**src/rtl/core/tmca_pkg.sv**
```systemverilog
// Shared types, constants and helpers of the tiered memory capacity allocator.
// No dependencies; every other file of the block imports this package.
package tmca_pkg;

   // Tier count and byte-count width
   localparam int NUM_TIERS = 5;
   localparam int SIZE_BITS = 35;
   localparam int TIER_BITS = 3;
   localparam int ADDR_BITS = (NUM_TIERS > 1) ? $clog2(NUM_TIERS) : 1;
   // Number of writable capacity registers
   localparam int CAP_REGS  = 5;

   // Divide-by-ten unit: shift-and-add estimate, then one remainder fix-up
   localparam int DIV_BY    = 10;
   localparam int DIV_STEPS = 6;
   localparam int REM_BITS  = $clog2(2 * DIV_BY);
   localparam int STEP_BITS = $clog2(DIV_STEPS + 1);

   // Divider step codes, counted down from DIV_STEPS
   localparam logic [STEP_BITS-1:0] DIV_FOLD4  = STEP_BITS'(6);
   localparam logic [STEP_BITS-1:0] DIV_FOLD8  = STEP_BITS'(5);
   localparam logic [STEP_BITS-1:0] DIV_FOLD16 = STEP_BITS'(4);
   localparam logic [STEP_BITS-1:0] DIV_FOLD32 = STEP_BITS'(3);
   localparam logic [STEP_BITS-1:0] DIV_SCALE  = STEP_BITS'(2);
   localparam logic [STEP_BITS-1:0] DIV_FIX    = STEP_BITS'(1);

   // Preferred tier product width: 9-bit priority distance times tier span
   localparam int PRIO_BITS = 9;
   localparam int PREF_W    = PRIO_BITS + TIER_BITS;
   localparam int PRIO_ONE  = 256;

   typedef logic [SIZE_BITS-1:0] size_type;
   typedef logic [TIER_BITS-1:0] tier_type;
   typedef logic [ADDR_BITS-1:0] addr_type;

   // Capacity after reset, per tier
   localparam logic [63:0] CAP_RESET_TAB [8] = '{
      64'h0000_0000_0400_0000,
      64'h0000_0000_1000_0000,
      64'h0000_0000_4000_0000,
      64'h0000_0001_0000_0000,
      64'h0000_0004_0000_0000,
      64'h0, 64'h0, 64'h0
   };

   typedef enum logic [1:0] {
      KIND_ALLOC  = 2'd0,
      KIND_FREE   = 2'd1,
      KIND_REORG  = 2'd2,
      KIND_STATUS = 2'd3
   } kind_type;

   typedef enum logic [1:0] {
      STAT_OK       = 2'd0,
      STAT_NO_SPACE = 2'd1,
      STAT_BAD_TIER = 2'd2
   } stat_type;

   // Write port of the usage memory
   typedef struct packed {
      logic     en;
      addr_type addr;
      size_type data;
   } mem_wr_type;

   // Preferred tier: floor((256 - min(p,256)) * (NUM_TIERS-1) / 256)
   function automatic addr_type pref_tier(input logic [PRIO_BITS-1:0] prio);
      logic [PRIO_BITS-1:0] prio_gap;
      logic [PREF_W-1:0]    prod;
      if (prio >= PRIO_BITS'(PRIO_ONE)) begin
         prio_gap = '0;
      end else begin
         prio_gap = PRIO_BITS'(PRIO_ONE) - prio;
      end
      prod = PREF_W'(prio_gap) * PREF_W'(NUM_TIERS - 1);
      return prod[8 +: ADDR_BITS];
   endfunction

endpackage

```
**src/rtl/core/tmca_req_if.sv**
```systemverilog
// Request channel of the tiered memory capacity allocator.
// Depends on tmca_pkg for field widths.
interface tmca_req_if;
   import tmca_pkg::*;

   logic                 valid;
   logic                 ready;
   logic [1:0]           kind;
   size_type             req_size;
   logic [PRIO_BITS-1:0] priority_q8;
   tier_type             tier_index;

   modport source (output valid, kind, req_size, priority_q8, tier_index, input ready);
   modport sink   (input valid, kind, req_size, priority_q8, tier_index, output ready);
endinterface

```
**src/rtl/core/tmca_rsp_if.sv**
```systemverilog
// Response channel of the tiered memory capacity allocator.
// Depends on tmca_pkg for field widths.
interface tmca_rsp_if;
   import tmca_pkg::*;

   logic       valid;
   logic       ready;
   logic [1:0] status;
   tier_type   granted_tier;
   size_type   tier_used;

   modport source (output valid, status, granted_tier, tier_used, input ready);
   modport sink   (input valid, status, granted_tier, tier_used, output ready);
endinterface

```
**src/rtl/core/tmca_used_ram.sv**
```systemverilog
// Per-tier used-byte memory: one write port, one registered read port.
// Valid bits make unwritten entries read as zero after reset. Uses tmca_pkg.
module tmca_used_ram (
   input  logic                 clock,
   input  logic                 reset,
   input  tmca_pkg::mem_wr_type wr,
   input  tmca_pkg::addr_type   rd_addr,
   output tmca_pkg::size_type   rd_data
);
   import tmca_pkg::*;

   size_type               mem_ff [NUM_TIERS];
   logic [NUM_TIERS-1:0]   valid_ff;
   size_type               rd_data_ff;

   // Storage array
   always_ff @(posedge clock) begin
      if (wr.en) begin
         mem_ff[wr.addr] <= wr.data;
      end
   end

   // Entry valid bits, cleared at reset
   always_ff @(posedge clock) begin
      if (reset) begin
         valid_ff <= '0;
      end else if (wr.en) begin
         valid_ff[wr.addr] <= 1'b1;
      end
   end

   // Registered read with write-through on an address match
   always_ff @(posedge clock) begin
      if (wr.en && wr.addr == rd_addr) begin
         rd_data_ff <= wr.data;
      end else if (valid_ff[rd_addr]) begin
         rd_data_ff <= mem_ff[rd_addr];
      end else begin
         rd_data_ff <= '0;
      end
   end

   assign rd_data = rd_data_ff;

endmodule

```
**src/rtl/core/tmca_div10.sv**
```systemverilog
// Divide-by-ten unit, one lane per tier capacity: shift-and-add reciprocal
// estimate with a final remainder fix-up. Result is ready once busy falls after
// the fix-up step. Uses tmca_pkg.
module tmca_div10 (
   input  logic               clock,
   input  logic               reset,
   input  logic               start,
   input  tmca_pkg::size_type dividend [tmca_pkg::NUM_TIERS],
   output logic               busy,
   output tmca_pkg::size_type quotient [tmca_pkg::NUM_TIERS]
);
   import tmca_pkg::*;

   logic [STEP_BITS-1:0] step_ff;
   size_type             num_ff  [NUM_TIERS];
   size_type             quot_ff [NUM_TIERS];
   logic [REM_BITS-1:0]  rem_ff  [NUM_TIERS];
   size_type             quot_in [NUM_TIERS];
   logic [REM_BITS-1:0]  rem_in  [NUM_TIERS];

   assign busy = (step_ff != '0);

   // Step counter
   always_ff @(posedge clock) begin
      if (reset) begin
         step_ff <= '0;
      end else if (start) begin
         step_ff <= STEP_BITS'(DIV_STEPS);
      end else if (busy) begin
         step_ff <= step_ff - 1'b1;
      end
   end

   // Per lane: q ~ 0.8n by folding, q/8 is floor(n/10) or one below,
   // the remainder (0..19) decides the final +1
   always_comb begin
      for (int l = 0; l < NUM_TIERS; l++) begin
         quot_in[l] = quot_ff[l];
         rem_in[l]  = rem_ff[l];
         unique case (step_ff)
            DIV_FOLD4:  quot_in[l] = quot_ff[l] + (quot_ff[l] >> 4);
            DIV_FOLD8:  quot_in[l] = quot_ff[l] + (quot_ff[l] >> 8);
            DIV_FOLD16: quot_in[l] = quot_ff[l] + (quot_ff[l] >> 16);
            DIV_FOLD32: quot_in[l] = quot_ff[l] + (quot_ff[l] >> 32);
            DIV_SCALE: begin
               quot_in[l] = quot_ff[l] >> 3;
               rem_in[l]  = REM_BITS'(num_ff[l] - ((quot_ff[l] >> 3) << 3)
                                                - ((quot_ff[l] >> 3) << 1));
            end
            DIV_FIX: begin
               quot_in[l] = quot_ff[l] + size_type'(rem_ff[l] >= REM_BITS'(DIV_BY));
            end
            default: begin
               quot_in[l] = quot_ff[l];
               rem_in[l]  = rem_ff[l];
            end
         endcase
      end
   end

   // Lane registers
   always_ff @(posedge clock) begin
      for (int l = 0; l < NUM_TIERS; l++) begin
         if (start) begin
            num_ff[l]  <= dividend[l];
            rem_ff[l]  <= '0;
            quot_ff[l] <= (dividend[l] >> 1) + (dividend[l] >> 2);
         end else if (busy) begin
            rem_ff[l]  <= rem_in[l];
            quot_ff[l] <= quot_in[l];
         end
      end
   end

   always_comb begin
      for (int l = 0; l < NUM_TIERS; l++) begin
         quotient[l] = quot_ff[l];
      end
   end

endmodule

```
**src/rtl/core/tiered_memory_capacity_allocator.sv**
```systemverilog
// Tiered memory capacity allocator, top level.
// Holds per-tier capacity registers and the sequencer; instantiates tmca_used_ram
// and tmca_div10. Uses tmca_pkg, tmca_req_if and tmca_rsp_if.
//
// Usage:
//   The req channel carries one request (allocate, deallocate, reorganize or
//   status read); every request yields exactly one response on the rsp channel,
//   in order. Capacities are written through csr_we/csr_index/csr_data while
//   the block is idle; index k sets tier k, other indexes are ignored.
//   The block serves one request at a time. req.ready is high while the
//   sequencer is idle; a response waiting in the output register does not
//   keep the next request from being taken.
//   Status read and deallocate read the usage entry of their tier once; a
//   request for an invalid tier is answered without a read. Allocate reads
//   the usage memory once per scanned tier, from the preferred tier upward,
//   then downward from just below it. Reorganize divides the capacities by
//   ten, then walks the adjacent tier pairs in order through the usage
//   memory. With a ready receiver the next request can be taken in the cycle
//   after the response is loaded.
//   Reset (synchronous) restores the default capacities, marks all usage
//   entries as zero through the memory's valid bits and empties the output.
//   When the receiver stalls, a finished request waits in its final state until
//   the output register frees; usage is already updated at that point.
module tiered_memory_capacity_allocator (
   input  logic                       clock,
   input  logic                       reset,
   tmca_req_if.sink                   req_bus,
   tmca_rsp_if.source                 rsp_bus,
   input  logic                       csr_we,
   input  tmca_pkg::tier_type         csr_index,
   input  tmca_pkg::size_type         csr_data
);
   import tmca_pkg::*;

   localparam int WIDE_W = SIZE_BITS + 4;

   typedef enum logic [3:0] {
      ST_IDLE, ST_A_EVAL, ST_D_EVAL, ST_R_LOAD, ST_R_WAIT,
      ST_R_CMP, ST_R_MOVE, ST_R_LAST, ST_DONE
   } state_type;

   state_type  state_ff;
   size_type   cap_ff [NUM_TIERS];

   // Captured request
   kind_type   kind_ff;
   size_type   size_ff;
   addr_type   tix_ff;
   addr_type   pref_ff;
   addr_type   cand_ff;
   logic       up_ff;
   addr_type   pair_ff;

   // Reorganize working values
   size_type   lo_ff;
   size_type   hi_ff;
   size_type   room_ff;
   logic       high_ff;
   logic       low_ff;

   // Pending result and output register
   stat_type   res_status_ff;
   tier_type   res_tier_ff;
   size_type   res_used_ff;
   logic       rsp_valid_ff;
   stat_type   rsp_status_ff;
   tier_type   rsp_tier_ff;
   size_type   rsp_used_ff;

   // Memory and divider connections
   mem_wr_type mem_wr;
   addr_type   rd_addr;
   size_type   rd_data;
   logic       div_start;
   logic       div_busy;
   size_type   div_quot [NUM_TIERS];

   // Combinational helpers
   logic       req_fire;
   kind_type   req_kind;
   addr_type   pref_now;
   logic       tix_bad;
   logic       fit_now;
   logic [SIZE_BITS:0] alloc_sum;
   logic       more_cand;
   addr_type   next_cand;
   logic       next_up;
   size_type   free_val;
   addr_type   pair_lo;
   size_type   cap_lo;
   size_type   cap_hi;
   size_type   mv_high;
   size_type   mv_low;
   logic       high_ok;
   size_type   lo_in;
   size_type   hi_in;
   logic [WIDE_W-1:0] u_x10;
   logic [WIDE_W-1:0] c_x9;

   assign req_fire = req_bus.valid && req_bus.ready;
   assign req_kind = kind_type'(req_bus.kind);
   assign pref_now = pref_tier(req_bus.priority_q8);
   assign tix_bad  = ({1'b0, req_bus.tier_index} >= (TIER_BITS + 1)'(NUM_TIERS));
   assign req_bus.ready = (state_ff == ST_IDLE);
   assign div_start = req_fire && (req_kind == KIND_REORG);

   // Capacity registers
   always_ff @(posedge clock) begin
      if (reset) begin
         for (int t = 0; t < NUM_TIERS; t++) begin
            cap_ff[t] <= CAP_RESET_TAB[t][SIZE_BITS-1:0];
         end
      end else if (csr_we) begin
         for (int t = 0; t < NUM_TIERS; t++) begin
            if (t < CAP_REGS && csr_index == TIER_BITS'(t)) begin
               cap_ff[t] <= csr_data;
            end
         end
      end
   end

   // Allocate scan: fit test and next candidate
   assign alloc_sum = {1'b0, rd_data} + {1'b0, size_ff};
   assign fit_now   = (alloc_sum <= {1'b0, cap_ff[cand_ff]});

   always_comb begin
      next_up = up_ff;
      if (up_ff && cand_ff != ADDR_BITS'(NUM_TIERS - 1)) begin
         more_cand = 1'b1;
         next_cand = cand_ff + 1'b1;
      end else if (up_ff) begin
         // upward pass done, continue below the preferred tier
         more_cand = (pref_ff != '0);
         next_cand = pref_ff - 1'b1;
         next_up   = 1'b0;
      end else begin
         more_cand = (cand_ff != '0);
         next_cand = cand_ff - 1'b1;
      end
   end

   // Deallocate with a floor at zero
   assign free_val = (size_ff > rd_data) ? '0 : rd_data - size_ff;

   // Reorganize pair (pair_lo, pair_ff)
   assign pair_lo = pair_ff - 1'b1;
   assign cap_lo  = cap_ff[pair_lo];
   assign cap_hi  = cap_ff[pair_ff];
   assign mv_high = div_quot[pair_lo];
   assign u_x10   = (WIDE_W'(lo_ff) << 3) + (WIDE_W'(lo_ff) << 1);
   assign c_x9    = (WIDE_W'(cap_lo) << 3) + WIDE_W'(cap_lo);
   assign high_ok = (({1'b0, hi_ff} + {1'b0, mv_high}) <= {1'b0, cap_hi})
                    && (mv_high <= lo_ff);
   assign mv_low  = (hi_ff < room_ff) ? hi_ff : room_ff;

   always_comb begin
      lo_in = lo_ff;
      hi_in = hi_ff;
      if (high_ff) begin
         if (high_ok) begin
            lo_in = lo_ff - mv_high;
            hi_in = hi_ff + mv_high;
         end
      end else if (low_ff) begin
         lo_in = lo_ff + mv_low;
         hi_in = hi_ff - mv_low;
      end
   end

   // Memory read address
   always_comb begin
      unique case (state_ff)
         ST_IDLE: begin
            unique case (req_kind)
               KIND_ALLOC:              rd_addr = pref_now;
               KIND_FREE, KIND_STATUS:  rd_addr = req_bus.tier_index[ADDR_BITS-1:0];
               KIND_REORG:              rd_addr = '0;
            endcase
         end
         ST_A_EVAL: rd_addr = next_cand;
         ST_R_WAIT: rd_addr = pair_ff;
         ST_R_MOVE: rd_addr = pair_ff + 1'b1;
         default:   rd_addr = cand_ff;
      endcase
   end

   // Memory write port
   always_comb begin
      mem_wr = '0;
      unique case (state_ff)
         ST_A_EVAL: begin
            mem_wr.en   = fit_now;
            mem_wr.addr = cand_ff;
            mem_wr.data = alloc_sum[SIZE_BITS-1:0];
         end
         ST_D_EVAL: begin
            mem_wr.en   = (kind_ff == KIND_FREE);
            mem_wr.addr = tix_ff;
            mem_wr.data = free_val;
         end
         ST_R_MOVE: begin
            mem_wr.en   = 1'b1;
            mem_wr.addr = pair_lo;
            mem_wr.data = lo_in;
         end
         ST_R_LAST: begin
            mem_wr.en   = 1'b1;
            mem_wr.addr = ADDR_BITS'(NUM_TIERS - 1);
            mem_wr.data = lo_ff;
         end
         default: mem_wr = '0;
      endcase
   end

   // Sequencer and output register
   always_ff @(posedge clock) begin
      if (reset) begin
         state_ff     <= ST_IDLE;
         rsp_valid_ff <= 1'b0;
      end else begin
         // drain the output register unless a new response loads it this cycle
         if (rsp_valid_ff && rsp_bus.ready && state_ff != ST_DONE) begin
            rsp_valid_ff <= 1'b0;
         end
         unique case (state_ff)
            ST_IDLE: begin
               if (req_fire) begin
                  kind_ff       <= req_kind;
                  size_ff       <= req_bus.req_size;
                  tix_ff        <= req_bus.tier_index[ADDR_BITS-1:0];
                  pref_ff       <= pref_now;
                  cand_ff       <= pref_now;
                  up_ff         <= 1'b1;
                  pair_ff       <= ADDR_BITS'(1);
                  res_status_ff <= ((req_kind == KIND_FREE || req_kind == KIND_STATUS)
                                    && tix_bad) ? STAT_BAD_TIER : STAT_OK;
                  res_tier_ff   <= '0;
                  res_used_ff   <= '0;
                  unique case (req_kind)
                     KIND_ALLOC: state_ff <= ST_A_EVAL;
                     KIND_FREE, KIND_STATUS: begin
                        if (tix_bad) begin
                           state_ff <= ST_DONE;
                        end else begin
                           state_ff <= ST_D_EVAL;
                        end
                     end
                     KIND_REORG: state_ff <= ST_R_LOAD;
                  endcase
               end
            end
            ST_A_EVAL: begin
               if (fit_now) begin
                  res_tier_ff <= TIER_BITS'(cand_ff);
                  res_used_ff <= alloc_sum[SIZE_BITS-1:0];
                  state_ff    <= ST_DONE;
               end else if (more_cand) begin
                  cand_ff <= next_cand;
                  up_ff   <= next_up;
               end else begin
                  res_status_ff <= STAT_NO_SPACE;
                  state_ff      <= ST_DONE;
               end
            end
            ST_D_EVAL: begin
               res_used_ff <= (kind_ff == KIND_FREE) ? free_val : rd_data;
               state_ff    <= ST_DONE;
            end
            ST_R_LOAD: begin
               lo_ff    <= rd_data;
               state_ff <= ST_R_WAIT;
            end
            ST_R_WAIT: begin
               if (!div_busy) begin
                  state_ff <= ST_R_CMP;
               end
            end
            ST_R_CMP: begin
               // pressure of the lower tier against its capacity
               hi_ff    <= rd_data;
               high_ff  <= (cap_lo != '0) && (u_x10 > c_x9);
               low_ff   <= (cap_lo == '0) || ({lo_ff, 1'b0} < {1'b0, cap_lo});
               room_ff  <= (lo_ff >= cap_lo) ? '0 : cap_lo - lo_ff;
               state_ff <= ST_R_MOVE;
            end
            ST_R_MOVE: begin
               lo_ff <= hi_in;
               if (pair_ff == ADDR_BITS'(NUM_TIERS - 1)) begin
                  state_ff <= ST_R_LAST;
               end else begin
                  pair_ff  <= pair_ff + 1'b1;
                  state_ff <= ST_R_CMP;
               end
            end
            ST_R_LAST: state_ff <= ST_DONE;
            ST_DONE: begin
               if (!rsp_valid_ff || rsp_bus.ready) begin
                  rsp_valid_ff  <= 1'b1;
                  rsp_status_ff <= res_status_ff;
                  rsp_tier_ff   <= res_tier_ff;
                  rsp_used_ff   <= res_used_ff;
                  state_ff      <= ST_IDLE;
               end
            end
            default: state_ff <= ST_IDLE;
         endcase
      end
   end

   assign rsp_bus.valid        = rsp_valid_ff;
   assign rsp_bus.status       = rsp_status_ff;
   assign rsp_bus.granted_tier = rsp_tier_ff;
   assign rsp_bus.tier_used    = rsp_used_ff;

   tmca_used_ram u_used_ram (
      .clock   (clock),
      .reset   (reset),
      .wr      (mem_wr),
      .rd_addr (rd_addr),
      .rd_data (rd_data)
   );

   tmca_div10 u_div10 (
      .clock    (clock),
      .reset    (reset),
      .start    (div_start),
      .dividend (cap_ff),
      .busy     (div_busy),
      .quotient (div_quot)
   );

   // Usage memory is never written while idle
   a_no_write_idle: assert property (@(posedge clock) disable iff (reset)
      (state_ff == ST_IDLE) |-> !mem_wr.en)
      else $error("usage write while idle");

   // Pair processing only starts with the quotients settled
   a_div_settled: assert property (@(posedge clock) disable iff (reset)
      (state_ff == ST_R_CMP) |-> !div_busy)
      else $error("reorganize pair before divide finished");

   // An accepted request always leaves the idle state
   a_accept_leaves_idle: assert property (@(posedge clock) disable iff (reset)
      req_fire |=> (state_ff != ST_IDLE))
      else $error("request accepted but sequencer stayed idle");

   // A failed allocation reports no tier and no usage
   a_no_space_clean: assert property (@(posedge clock) disable iff (reset)
      (rsp_valid_ff && rsp_status_ff == STAT_NO_SPACE)
         |-> (rsp_tier_ff == '0 && rsp_used_ff == '0))
      else $error("no-space response carries tier or usage");

endmodule

```
**src/flat_wrapper.sv**
```systemverilog
// flat-port wrapper written by rule: the top's interface ports become plain ports
module tiered_memory_capacity_allocator_flat import tmca_pkg::*;
  (clock, reset, csr_we, csr_index, csr_data, req_bus_valid, req_bus_kind, req_bus_req_size, req_bus_priority_q8, req_bus_tier_index, req_bus_ready, rsp_bus_valid, rsp_bus_status, rsp_bus_granted_tier, rsp_bus_tier_used, rsp_bus_ready);
  tmca_req_if req_bus_i ();
  tmca_rsp_if rsp_bus_i ();
  input  logic clock;
  input  logic reset;
  input  logic csr_we;
  input  tmca_pkg::tier_type csr_index;
  input  tmca_pkg::size_type csr_data;
  input wire logic [$bits(req_bus_i.valid)-1:0] req_bus_valid;
  input wire logic [$bits(req_bus_i.kind)-1:0] req_bus_kind;
  input wire logic [$bits(req_bus_i.req_size)-1:0] req_bus_req_size;
  input wire logic [$bits(req_bus_i.priority_q8)-1:0] req_bus_priority_q8;
  input wire logic [$bits(req_bus_i.tier_index)-1:0] req_bus_tier_index;
  output wire logic [$bits(req_bus_i.ready)-1:0] req_bus_ready;
  output wire logic [$bits(rsp_bus_i.valid)-1:0] rsp_bus_valid;
  output wire logic [$bits(rsp_bus_i.status)-1:0] rsp_bus_status;
  output wire logic [$bits(rsp_bus_i.granted_tier)-1:0] rsp_bus_granted_tier;
  output wire logic [$bits(rsp_bus_i.tier_used)-1:0] rsp_bus_tier_used;
  input wire logic [$bits(rsp_bus_i.ready)-1:0] rsp_bus_ready;
  assign req_bus_i.valid = req_bus_valid;
  assign req_bus_i.kind = req_bus_kind;
  assign req_bus_i.req_size = req_bus_req_size;
  assign req_bus_i.priority_q8 = req_bus_priority_q8;
  assign req_bus_i.tier_index = req_bus_tier_index;
  assign req_bus_ready = req_bus_i.ready;
  assign rsp_bus_valid = rsp_bus_i.valid;
  assign rsp_bus_status = rsp_bus_i.status;
  assign rsp_bus_granted_tier = rsp_bus_i.granted_tier;
  assign rsp_bus_tier_used = rsp_bus_i.tier_used;
  assign rsp_bus_i.ready = rsp_bus_ready;
  tiered_memory_capacity_allocator u_core (.clock(clock), .reset(reset), .req_bus(req_bus_i), .rsp_bus(rsp_bus_i), .csr_we(csr_we), .csr_index(csr_index), .csr_data(csr_data));
endmodule
```
**config.mk**
```make
export PLATFORM = sky130hd
export DESIGN_NAME = tiered_memory_capacity_allocator_flat
export DESIGN_NICKNAME = d
export VERILOG_FILES = /design/src/rtl/core/tmca_pkg.sv /design/src/rtl/core/tmca_req_if.sv /design/src/rtl/core/tmca_rsp_if.sv /design/src/rtl/core/tmca_used_ram.sv /design/src/rtl/core/tmca_div10.sv /design/src/rtl/core/tiered_memory_capacity_allocator.sv /design/src/flat_wrapper.sv
export SDC_FILE = /design/constraint.sdc
export NUM_CORES = 2
export LEC_CHECK = 0
export ABC_AREA = 1
export BUFFER_PORTS_ARGS = -buffer_cell sky130_fd_sc_hd__buf_4
export CAP_MARGIN = 20
export CORE_UTILIZATION = 30
export CTS_BUF_LIST = sky130_fd_sc_hd__clkbuf_4 sky130_fd_sc_hd__clkbuf_8
export DETAILED_ROUTE_END_ITERATION = 8
export PLACE_DENSITY_LB_ADDON = 0.08
export SYNTH_ARGS = -nofsm -noshare
export SYNTH_HDL_FRONTEND = slang
export SYNTH_SLANG_ARGS = --single-unit
```
**constraint.sdc**
```tcl
create_clock -name clock -period 21.6 [get_ports clock]
set_input_delay 2.16 -clock clock [delete_from_list [all_inputs] [get_ports clock]]
set_output_delay 2.16 -clock clock [all_outputs]
set_load 0.005 [all_outputs]
```
Yosys cells after proc, flatten, opt, wreduce, memory -nomap -nowiden
Memories as Yosys holds them, arrays and structs flattened.
Cells that the tools add are included.
{"block": "word_totals", "n_memories": 4, "word_cells": 308, "register_bits": 460, "mem_bits_ro": 0, "input_bits": 92, "out_inout_bits": 42, "latchBits": 0, "ramBits": 550}
{"name": "u_core.u_div10.num_ff", "depth": 5, "word_bits": 35, "read_ports": 5, "rd_ports_with_merged_regs": 0, "wr": 5, "line_no": "tmca_div10.sv:15", "rtl": "size_type num_ff [NUM_TIERS];"}
{"name": "u_core.u_div10.quot_ff", "depth": 5, "word_bits": 35, "read_ports": 5, "rd_ports_with_merged_regs": 0, "wr": 5, "line_no": "tmca_div10.sv:16", "rtl": "size_type quot_ff [NUM_TIERS];"}
{"name": "u_core.u_used_ram.mem_ff", "depth": 5, "word_bits": 35, "read_ports": 1, "rd_ports_with_merged_regs": 0, "wr": 1, "line_no": "tmca_used_ram.sv:12", "rtl": "size_type mem_ff [NUM_TIERS];"}
{"name": "u_core.u_div10.rem_ff", "depth": 5, "word_bits": 5, "read_ports": 5, "rd_ports_with_merged_regs": 0, "wr": 5, "line_no": "tmca_div10.sv:17", "rtl": "logic [REM_BITS-1:0] rem_ff [NUM_TIERS];"}
{"block": "op_classes", "reduce_logical": 46, "muxes": 100, "n_addsub": 57, "n_lt_le_gt_ge": 21, "div_mod_pow": 0, "n_shift": 0, "bitwise": 15, "n_eq_ne": 36, "multipliers": 0}
{"op": "35-bit case mux with 6 select lines", "n": 5}
{"op": "35-bit 2-to-1 mux", "n": 26}
{"op": "35-bit binary-select mux with 3-bit select", "n": 4}
{"op": "34-bit by 33-bit adder with 35-bit output", "n": 5}
{"op": "35-bit by 1-bit adder with 35-bit output", "n": 5}
{"op": "35-bit by 19-bit adder with 35-bit output", "n": 5}
{"op": "35-bit by 27-bit adder with 35-bit output", "n": 5}
{"op": "35-bit by 3-bit adder with 35-bit output", "n": 5}
{"op": "35-bit by 31-bit adder with 35-bit output", "n": 5}
{"op": "39-bit case mux with 4 select lines", "n": 1}
{"op": "35-bit subtractor", "n": 4}
{"op": "35-bit case mux with 3 select lines", "n": 1}
{"op": "35-bit by 35-bit adder with 36-bit output", "n": 2}
{"op": "36-bit by 35-bit less-or-equal comparator with 1-bit output", "n": 2}
{"op": "35-bit adder", "n": 2}
{"op": "35-bit case mux with 2 select lines", "n": 1}
{"op": "5-bit 2-to-1 mux", "n": 10}
{"op": "5-bit subtractor", "n": 10}
{"op": "38-bit by 35-bit adder with 39-bit output", "n": 1}
{"op": "38-bit by 36-bit adder with 39-bit output", "n": 1}
{"op": "39-bit greater-than comparator", "n": 1}
{"op": "36-bit by 35-bit less-than comparator with 1-bit output", "n": 1}
{"op": "35-bit greater-or-equal comparator", "n": 1}
{"op": "35-bit greater-than comparator", "n": 1}
{"op": "60 further kinds", "n": 171}

Longest topological paths before layout
{"block": "depth", "depth_word": 16, "mapped_depth": 50, "mapped_depth_nobuf": 40}

By module
From an unflattened synthesis, not the netlist that was laid out.
{"block": "unflattened", "cells_unflattened": 14661, "area_unflattened_um2": 93069.3}
{"mod": "tiered_memory_capacity_allocator", "cells_each": 6967, "seq_area_each_um2": 10720.3, "area_each_um2": 46126.7, "n_inst": 1}
{"mod": "tmca_div10", "cells_each": 6795, "seq_area_each_um2": 6666.4, "area_each_um2": 38067.8, "n_inst": 1}
{"mod": "tmca_used_ram", "cells_each": 899, "seq_area_each_um2": 6055.8, "area_each_um2": 8874.8, "n_inst": 1}

Worst setup path before layout
OpenSTA, ideal clock, no wires.
{"block": "synth_timing", "kind": "register -> register", "from": "reg u_core.u_div10.step_ff[2]", "to": "mem u_core.u_div10.quot_ff[0][0] (netlist bit), enable pin", "path_stages_with_launch": 9, "t_arrival_ns": 9.427, "path_slack_ns": 11.418, "n_path_buf": 2, "cell_sequence": "dfxtp_1 > inv_2 > nand2_1 > o21ai_1 > inv_2 > a21oi_1 > clkbuf_1 > clkbuf_1 > o211ai_1"}
{"item": "start, declared", "line_no": "tmca_div10.sv:14", "rtl": "logic [STEP_BITS-1:0] step_ff;"}
{"item": "start signal, assigned", "line_no": "tmca_div10.sv:28", "rtl": "step_ff <= STEP_BITS'(DIV_STEPS);"}
{"item": "start signal, assigned", "line_no": "tmca_div10.sv:30", "rtl": "step_ff <= step_ff - 1'b1;"}
{"item": "end, declared", "line_no": "tmca_div10.sv:16"}

==> run_results.csv <==
group,metric,value,unit
status,outcome,"completed",
sta,max_freq,0.105,GHz
route,drt_iter0_drc,9748,
cts,worstSkewPairLatency,1080,ps
sta,setup_tns,0,ps
cts,clkSinkCount,855,
cts,cts_buffers,182,
yosys,netlist_instances,12100,
sta,rsz0062_at_grt,"false",
global_route,use_met1,42.3,%
yosys,yosys-top-cells-count,"nand2_1 (1963), a21oi_1 (1727), inv_1 (1553), o21ai_0 (1456), nor2_1 (1026)",
yosys,synth_edf_count,632,
worst_setup_path,cp_common_cell,"nand2_1",
cts,path_clk_slew,60,ps
yosys,synth_ff_type,"edfxtp_1",
layout,n_fill_cell,30500,
floorplanning,io_pins,134,
yosys,ys_warn_count,0,
power_and_ir_drop,vdd_drop_max,0.149,mV
worst_setup_path,worst-endpoint-arrival,10250,ps
floorplanning,die_area,283000,um^2
cts,tritoncts,"done",
cts,cts-resized-gates,0,
route,first_pass_iters,5,
sta,post-route-min-period,9550,ps
power_and_ir_drop,power.density,157,nW/um^2
cts,cts_root_buffer,"clkbuf_8",
power_and_ir_drop,p_leak,40.9,nW
yosys,syn-num-nets,13000,
worst_setup_path,cpPeakStageDelay,800,ps
sta,period_share,44.2,%
floorplanning,rows,194,
floorplanning,core,279000,um^2
yosys,synth_top_area_share,22.5,%
global_route,grt_pass1_vias,87000,
yosys,synth_most_common_cell,"nand2_1",
worst_setup_path,worst-setup-path-type,"register to register",
sta,hold_viol_final,0,
min_path,hp-class,"register to register",
cts,post_cts_buffers,0,
floorplanning,fp.dieH,532,um
cts,holdBufCountCts,0,
route,drc,0,
global_route,use_met3,4.72,%
sta,setup_violations,0,
layout,nets,13100,
global_route,track_usage,34.2,%
placement,io_buffers,133,
yosys,ys_ff_latch,855,
yosys,syn_area_per_cell,6.98,um^2
layout,fin_cells,16000,
route,vias,90800,
route,vias_per_cell,5.67,
placement,place_ws,12330,ps
yosys,synthArstFlopShare,0,%
placement,gp_congestion,1.00,
cts,clock_path_buffers,4,
job,max_cap_viol_count,0,
yosys,synthDistinctLibCells,71,
global_route,grt-ovfl-total,0,
worst_setup_path,cp-start-kind,"register",
placement,dp_hpwl,410000,um
layout,synthToLayoutAreaGrowth,11.2,%
route,final_antenna_net_count,0,
floorplanning,die_x,532,um
global_route,antenna_found_initial,44,
sta,tightest_slew,1310,ps
global_route,grt_pass1_wl,685000,um
global_route,gr-max-usage-layer,"met2",
sta,setup_slack,12050,ps
yosys,synth_seq_area_share,27.8,%
route,totalWireLength,503000,um
sta,finalMaxSlewViolations,0,
sta,skew,97.9,ps
cts,cts_max_level,4,
floorplanning,start_util,30.2,%
route,wl_per_cell,31.4,um
yosys,syn_area,84300,um^2
worst_setup_path,end_kind,"register",
sta,relSlewSlack,13.0,%
global_route,grt_max_degree,125,
yosys,yosysTopAreaCell,"edfxtp_1",
placement,dp.cells,15700,
global_route,grtUsageMet2,56.1,%
layout,drive_gt1_share,6.52,%
worst_setup_path,cp.required,22300,ps
worst_setup_path,cp_max_fo,58,
yosys,yosys-top-cells-area,"edfxtp_1 (23%), ha_1 (13%), a21oi_1 (10%), nand2_1 (8.7%), o21ai_0 (8.6%)",
worst_setup_path,slowest_stage,"inv_2",
cells by family (layout without fill, tap and decap cells):
family / after synthesis / count (layout) / share of synthesized area (%)
and+or+nand+nor: 3893 / 3893 / 19.2
DFF: 855 / 855 / 27.8
other: 0 / 16 / 0
adders and majority gates: 871 / 871 / 13.1
buffers and inverters: 2032 / 2226 / 9.22
xor gates and xnor gates: 416 / 416 / 4.33
muxes: 1 / 1 / 0.0119
AOI/OAI and AO/OA: 4007 / 4007 / 26.3
area by class of cell:
cell class | count | area, um^2 | share of cell area, %
clock inverters | 69 | 689 | 0.735
multi-input cells | 9188 | 53300 | 56.8
inverters | 1574 | 5920 | 6.31
flip-flops and latches | 855 | 23400 | 25.0
diodes | 16 | 40.0 | 0.0427
well taps | 3724 | 4660 | 4.97
repair buffers | 320 | 2500 | 2.66
clock buffers | 263 | 3280 | 3.50
power breakdown:
group | leakage, nW | switching, mW | internal (mW)
registers | 7.78 | 0.534 | 2.37
logic | 31.1 | 6.90 | 2.84
clock network | 2.08 | 0.909 | 1.13
total | 40.9 | 8.34 | 6.35
routing by layer:
layer / routed length, um / part of all wire, % / vias up
met5: 136 / 0.027 / -
met4: 36100 / 7.2 / 20
met3: 32000 / 6.4 / 936
met2: 229000 / 46 / 3747
met1: 205000 / 41 / 44100
li1: - / - / 42000
critical path: cells and delay by family (launching register included):
kind | cells | cell delay [ps]
AO/OA/AOI/OAI | 7 | 1870
adder cells (fa/ha/maj) | 3 | 1140
buffers and inverters | 7 | 2830
XOR/XNOR | 1 | 360
AND/OR/NAND/NOR | 17 | 2180
flip-flops | 1 | 670
metrics by stage:
stage               utilization, %  total power, mW  hold slack, ps  area [um^2]
floorplan                        -             8.81             400        84300
global route                  33.6             15.6             407        93800
finish                        33.6             14.7             415        93800
detailed placement            32.1             12.5             405        89700
CTS                           33.5             14.6             415        93700
global placement              32.1             12.5             406        89700
layout by cell type (no fill, tap or decap), types with 42 or more instances in the layout:
| cell | instances |
|---|---|
| nand4_1 | 93 |
| nand2_1 | 1963 |
| a32oi_1 | 69 |
| a21o_1 | 88 |
| edfxtp_1 | 632 |
| o211ai_1 | 96 |
| ha_1 | 845 |
| nor2_1 | 1018 |
| o21a_1 | 46 |
| a31oi_1 | 122 |
| o21ai_0 | 1455 |
| nand3_1 | 532 |
| xnor2_1 | 159 |
| dfxtp_1 | 223 |
| nor4_1 | 42 |
| buf_4 | 314 |
| o21bai_1 | 61 |
| inv_1 | 1534 |
| or2_2 | 71 |
| a21oi_1 | 1725 |
| xor2_1 | 255 |
| a221oi_1 | 107 |
| nor3_1 | 99 |
| clkbuf_4 | 54 |
| o22ai_1 | 63 |
| clkbuf_8 | 209 |
sequential cells by signal, summed over array words and instances, names as in the netlist, 20 cells and up:
name,cells
u_core.cap_ff,175
u_core.hi_ff,35
u_core.lo_ff,35
u_core.res_used_ff,35
u_core.room_ff,35
u_core.rsp_bus.tier_used,35
u_core.size_ff,35
u_core.u_div10.num_ff,25
u_core.u_div10.quot_ff,175
u_core.u_div10.rem_ff,20
u_core.u_used_ram.mem_ff,175
u_core.u_used_ram.rd_data,35
final timing paths:
check                                                     start                                        end  slack, ps  cells after the start
worst max-delay path            u_core.pair_ff[0]$_SDFFCE_PN1P_  u_core.u_used_ram.mem_ff[2][15]$_DFFE_PP_      12050                     35
worst min-delay path            u_core.res_used_ff[1]$_DFFE_PP_      u_core.rsp_bus.tier_used[1]$_DFFE_PP_        420                      0
worst max register to register  u_core.pair_ff[0]$_SDFFCE_PN1P_  u_core.u_used_ram.mem_ff[2][15]$_DFFE_PP_      12050                     35
worst min register to register  u_core.res_used_ff[1]$_DFFE_PP_      u_core.rsp_bus.tier_used[1]$_DFFE_PP_        420                      0
Power figures use the tool's default switching activity.
